### config.mk
export PLATFORM = sky130hd
export DESIGN_NAME = base32_code_normalizer_unit
export DESIGN_NICKNAME = d
export VERILOG_FILES = /design/src/rtl/b32n_pkg.sv /design/src/rtl/b32n_classify.sv /design/src/rtl/base32_code_normalizer_unit.sv
export SDC_FILE = /design/constraint.sdc
export NUM_CORES = 1
export LEC_CHECK = 0
export ABC_CLOCK_PERIOD_IN_PS = 3300
export BUFFER_PORTS_ARGS = -buffer_cell sky130_fd_sc_hd__buf_2
export CAP_MARGIN = 15
export CORE_MARGIN = 3
export CORE_UTILIZATION = 54
export DETAILED_ROUTE_END_ITERATION = 16
export GPL_ROUTABILITY_DRIVEN = 0
export PLACE_DENSITY = 0.89
export SYNTH_ARGS = -nofsm -noshare
export SYNTH_HDL_FRONTEND = slang
export SYNTH_HIERARCHICAL = 1
export SYNTH_SLANG_ARGS = --single-unit
### constraint.sdc
create_clock -name clk -period 3.3 [get_ports clk]
set_input_delay 0 -clock clk [delete_from_list [all_inputs] [get_ports clk]]
set_output_delay 0 -clock clk [all_outputs]
set_load 0.005 [all_outputs]
### src/rtl/b32n_pkg.sv
// ----------------------------------------------------------------------------
// b32n_pkg
// Shared types and constants for the base32 code normalizer.
// ----------------------------------------------------------------------------
package b32n_pkg;

	// Number of symbols in a complete code.
	localparam int CODE_LEN = 8;
	localparam int CountW   = 4;
	localparam int PosW     = 3;
	localparam logic [CountW-1:0] CodeLenC = CountW'(CODE_LEN);

	// Status codes reported with each result.
	localparam logic [1:0] ST_OK       = 2'd0;
	localparam logic [1:0] ST_ILLEGAL  = 2'd1;
	localparam logic [1:0] ST_TOO_MANY = 2'd2;
	localparam logic [1:0] ST_TOO_FEW  = 2'd3;

	// Input item: one character or an end marker.
	typedef struct packed {
		logic [7:0] char_in;
		logic       end_mark;
	} in_item_t;

	// Result item.
	typedef struct packed {
		logic [6:0]      code_char;
		logic [PosW-1:0] position;
		logic            written;
		logic            finished;
		logic            accepted;
		logic [1:0]      status;
	} out_item_t;

	// Classification of one character byte.
	typedef struct packed {
		logic       is_sep;
		logic       is_legal;
		logic [6:0] sym;
	} char_class_t;

endpackage

### src/rtl/b32n_classify.sv
// ----------------------------------------------------------------------------
// b32n_classify
// Folds case, applies the look-alike mappings, flags separators and checks the alphabet.
// ----------------------------------------------------------------------------
module b32n_classify import b32n_pkg::*; (
	input  logic [7:0]  char_in,
	output char_class_t cls
);

	logic [7:0] upper;
	logic [7:0] mapped;

	// Fold lower case to upper case.
	always_comb begin
		if (char_in >= 8'h61 && char_in <= 8'h7A) begin
			upper = char_in - 8'h20;
		end else begin
			upper = char_in;
		end
	end

	// O reads as zero, I and L as one, U as V.
	always_comb begin
		case (upper)
			8'h4F:   mapped = 8'h30;
			8'h49:   mapped = 8'h31;
			8'h4C:   mapped = 8'h31;
			8'h55:   mapped = 8'h56;
			default: mapped = upper;
		endcase
	end

	// After the mappings every digit and upper-case letter is in the alphabet.
	always_comb begin
		cls.is_sep   = (char_in == 8'h2D) || (char_in == 8'h20) ||
			(char_in == 8'h5F) || (char_in == 8'h2E);
		cls.is_legal = (mapped >= 8'h30 && mapped <= 8'h39) ||
			(mapped >= 8'h41 && mapped <= 8'h5A);
		cls.sym      = mapped[6:0];
	end

endmodule

### src/rtl/base32_code_normalizer_unit.sv
// ----------------------------------------------------------------------------
// base32_code_normalizer_unit
// Normalizes a typed base32 code one character per transfer.
// ----------------------------------------------------------------------------
// Each item is held in the input register and then in the result register,
// from which its result is offered.
// Throughput: one item per cycle unless res_ready stalls; the input register
// and the result register each move on whenever the next stage is free.
// Reset clears the symbol count, the latched error and both valid flags.
// ----------------------------------------------------------------------------
module base32_code_normalizer_unit import b32n_pkg::*; (
	input  logic      clk,
	input  logic      arst_n,
	input  logic      char_valid,
	output logic      char_ready,
	input  in_item_t  char_item,
	output logic      res_valid,
	input  logic      res_ready,
	output out_item_t res_item
);

	logic              valid_s1;
	in_item_t          item_s1;
	logic              res_valid_q;
	out_item_t         res_q;
	logic [CountW-1:0] count_q;
	logic [1:0]        err_q;

	logic              out_load;
	char_class_t       cls;
	out_item_t         res_d;
	logic [CountW-1:0] count_d;
	logic [1:0]        err_d;

	// The result register takes a new item when it is empty or being drained.
	assign out_load   = valid_s1 && (!res_valid_q || res_ready);
	assign char_ready = !valid_s1 || out_load;

	b32n_classify u_classify (
		.char_in (item_s1.char_in),
		.cls     (cls)
	);

	// Decide the result and the next state for the item in the input register.
	always_comb begin
		res_d   = '0;
		count_d = count_q;
		err_d   = err_q;
		if (item_s1.end_mark) begin
			res_d.finished = 1'b1;
			if (err_q != ST_OK) begin
				res_d.status = err_q;
			end else if (count_q != CodeLenC) begin
				res_d.status = ST_TOO_FEW;
			end else begin
				res_d.accepted = 1'b1;
			end
			count_d = '0;
			err_d   = ST_OK;
		end else if (err_q != ST_OK) begin
			res_d.status = err_q;
		end else if (cls.is_sep) begin
			res_d.status = ST_OK;
		end else if (!cls.is_legal) begin
			err_d        = ST_ILLEGAL;
			res_d.status = ST_ILLEGAL;
		end else if (count_q >= CodeLenC) begin
			err_d        = ST_TOO_MANY;
			res_d.status = ST_TOO_MANY;
		end else begin
			res_d.code_char = cls.sym;
			res_d.position  = count_q[PosW-1:0];
			res_d.written   = 1'b1;
			count_d         = count_q + CountW'(1);
		end
	end

	// Input register control.
	always_ff @(posedge clk or negedge arst_n) begin
		if (!arst_n) begin
			valid_s1 <= 1'b0;
		end else if (char_ready) begin
			valid_s1 <= char_valid;
		end
	end

	// Input register payload.
	always_ff @(posedge clk) begin
		if (char_valid && char_ready) begin
			item_s1 <= char_item;
		end
	end

	// Code state and result valid flag.
	always_ff @(posedge clk or negedge arst_n) begin
		if (!arst_n) begin
			count_q     <= '0;
			err_q       <= ST_OK;
			res_valid_q <= 1'b0;
		end else if (out_load) begin
			count_q     <= count_d;
			err_q       <= err_d;
			res_valid_q <= 1'b1;
		end else if (res_ready) begin
			res_valid_q <= 1'b0;
		end
	end

	// Result payload.
	always_ff @(posedge clk) begin
		if (out_load) begin
			res_q <= res_d;
		end
	end

	assign res_valid = res_valid_q;
	assign res_item  = res_q;

endmodule
==> impl_results.md <==
- Final Hold Violating Endpoints: 0
- Transition time at the pin with the least slew margin: approximately 0.8 ns
- Antenna Nets Post-Route: 0
- Setup TNS after final layout: 0 ns
- Die boundary height: between 60 and 70 µm
- Max Buffers Root-to-Sink: 2
- Cell type contributing the most total cell area after synthesis: sky130_fd_sc_hd__edfxtp_1
- Headroom to the max-slew limit: between 40 and 50%
- Unrepaired setup endpoints after global routing: false
- Clk slew on worst S/H paths: 0.10 ns
- Post-CTS setup buffer count: 0
- CTS Buf Count: 5
- Area of the die: approximately 3800 µm²
- Fraction of layout instances using a drive strength above 1: between 20% and 30%
- Synthesized net count: ~160
- Async set-or-reset flop fraction in the synthesized netlist: between 20% and 30%
- Core region area: 2829 µm²
- CTS H-tree depth: 2
- Diodes inserted: 0
- Worst setup slack after placement: 0.5005 ns
- Initial cell density of the core: roughly three fifths
- Data required, critical path: 3.50 ns
- Detailed placement HPWL: 2.090 mm
- Power density cells: ~430 nW/µm²
- Final setup violation count: 0
- Post-Synthesis Mean Instance Area: between 10 and 15 µm²
- Insertion delay to the later sink of the worst-skew pair: approximately 0.34 ns
- Most frequent cell after synthesis: sky130_fd_sc_hd__edfxtp_1
- Kind of start point of the critical path: register
- Upper clock frequency limit: 352.5 MHz
- Reg2Reg Depth: 9
- Area fraction of the dominant cell type after synthesis: 43.67%
- Overall overflow remaining after global route: 0
- CP arrival: 3.04 ns
- Predominant post-synthesis flop cell: sky130_fd_sc_hd__edfxtp_1
- Antenna violations before repair: 0
- Number of flops mapped to enable cells by yosys: 24
- Distinct cells, synth: 50
- Vias in the first global route: 1124
- Row Count: 19
- Setup ws final: approximately 0.46 ns
- Hold buffer count at cts: 13
- Worst min-delay path category: in2async
- Global-route wire length before repair: 4.781 mm
- Via total after detailed routing: 1217
- Cell types with the largest area share after synthesis: sky130_fd_sc_hd__edfxtp_1, sky130_fd_sc_hd__dfrtp_1, sky130_fd_sc_hd__and2_1, sky130_fd_sc_hd__ha_1, sky130_fd_sc_hd__nand2b_1
- IO Count: 30
- Run status: complete, no violations
- Layout overhead on the synthesized area: 20.09%
- Cell count after synthesis: 139
- Number of maximum-capacitance constraint violations: 0
- Flops & latches, synth: 32
- Maximum ir drop on the vdd rail: 0.0002831 V
- Average detailed-routed wire length per instance: around 14 µm
- TritonCTS clock tree: built
- Sequential cell area fraction in the yosys report: a little under three fifths
- Period utilisation layout: ~86%
- Final core area utilization: 70.06%
- # nets final: about 200
- Kind of end point of the critical path: register
- DRC marker count from the first detailed-route iteration: 63
- Pins over their slew limit: 0
- Max FO, Critical Path: 11
- Cell area after synthesis: 1650 µm²
- Number of warnings printed during yosys synthesis: 6
- Total global-route track usage: a little under a fifth
- Number of input and output port buffers inserted: 29
- Detailed-route DRC error count: 0
- Hold WS: between 0.04 and 0.05 ns
- Fin crit period: 2.837 ns
- Kind of critical path: reg2reg
- Number of gates resized after CTS: 0
- Largest net degree at the start of global routing: 21
- Buffer cell driving the clock tree root: sky130_fd_sc_hd__clkbuf_4
- Post-DR vias/cell: approximately 5.7
- Die W: ~61 µm
- Setup skew after layout: 0.01078 ns
- Most instantiated cells after synthesis: sky130_fd_sc_hd__edfxtp_1, sky130_fd_sc_hd__and2_1, sky130_fd_sc_hd__dfrtp_1, sky130_fd_sc_hd__a21oi_1, sky130_fd_sc_hd__nand2_1
- Total detailed-routing wirelength: 3.036 mm
- Clock net sink count: 32
- LEAKAGE: just over 0.8 nW
- Detailed-router iteration count before antenna repair: 4
-- critical path, stage by stage, from the launching register on --
cell and delay [ns]:
sky130_fd_sc_hd__edfxtp_1 0.49, sky130_fd_sc_hd__inv_1 0.20, sky130_fd_sc_hd__ha_1 0.30, sky130_fd_sc_hd__o21ai_0 0.37, sky130_fd_sc_hd__a22oi_1 0.16, sky130_fd_sc_hd__nor4_1 0.26
sky130_fd_sc_hd__buf_4 0.18, sky130_fd_sc_hd__nor3b_2 0.22, sky130_fd_sc_hd__and3b_1 0.37, sky130_fd_sc_hd__and2_1 0.17
-- flip-flops by register name (all words and copies together), names as in the netlist --
signal     cells
count_q        4
valid_s1       1
res_valid      1
err_q          2
res_item      15
item_s1        9
-- cell families (layout without fill, tap and decap cells) --
logic type	after synthesis	in the layout	synth area share (%)
AOI/OAI and AO/OA	28	28	13.19
muxes	2	2	1.289
buffers and inverters	13	56	3.943
adders and majority gates	4	4	3.033
and+or+nand+nor	58	58	21.68
DFF	32	32	55.80
xor gates and xnor gates	2	2	1.062
-- final cells by class --
type	instances	area, µm²
sequential	32	920.9
tap	31	38.79
timing repair buffer	43	282.8
clock inverter	3	18.77
fill	212	847.1
inverter	5	18.77
multi-input combinational	94	664.4
clock buffer	5	37.54
-- worst paths after layout --
| path | from | slack [ns] | end |
|---|---|---|---|
| max in group asynchronous | arst_n | 3.08 | count_q[3]$_DFFE_PN0P_ |
| worst min register to register | valid_s1$_DFFE_PN0P_ | 0.56 | res_valid$_DFFE_PN0P_ |
| worst max register to register | item_s1[6]$_DFFE_PP_ | 0.46 | res_item[8]$_SDFFCE_PP0P_ |
| worst min-delay path | arst_n | 0.05 | count_q[2]$_DFFE_PN0P_ |
| worst max-delay path | item_s1[6]$_DFFE_PP_ | 0.46 | res_item[8]$_SDFFCE_PP0P_ |
| min in group clk | char_item[1] | 0.38 | item_s1[1]$_DFFE_PP_ |
-- where the power goes --
| group | internal (mW) | switching (mW) | total [mW] |
|---|---|---|---|
| registers | 0.469 | 0.0323 | 0.501 |
| clock network | 0.0816 | 0.133 | 0.215 |
| logic | 0.0645 | 0.0629 | 0.127 |
| total | 0.615 | 0.228 | 0.843 |
-- per-stage QoR --
step | total power [mW] | cells | cell area, µm²
after floorplan | 0.5836 | 139 | 1650
after global placement | 0.6150 | 192 | 1795
after detailed placement | 0.6247 | 192 | 1795
after CTS | 0.8512 | 213 | 1982
after global routing | 0.8905 | 213 | 1982
final | 0.8433 | 213 | 1982
-- placed cells by master (no fill, tap or decap), types with 5 or more instances in the layout --
master                          synthesis  routed
sky130_fd_sc_hd__nand2b_1               6       6
sky130_fd_sc_hd__clkbuf_4               0       5
sky130_fd_sc_hd__inv_1                  5       5
sky130_fd_sc_hd__and2_1                12      12
sky130_fd_sc_hd__buf_2                  4      29
sky130_fd_sc_hd__nor2_1                 6       6
sky130_fd_sc_hd__nand2_1                7       7
sky130_fd_sc_hd__a21oi_1                7       7
sky130_fd_sc_hd__dlygate4sd3_1          0      13
sky130_fd_sc_hd__edfxtp_1              24      24
sky130_fd_sc_hd__dfrtp_1                8       8
-- layer usage --
layer	global-route usage [%]	vias up	wire [µm]
li1	-	597	-
met1	20.27	567	1312
met2	29.76	46	1481
met3	6.499	7	167
met4	10.84	0	74
met5	0	-	0
No activity file was read; power rests on OpenSTA's default activity.
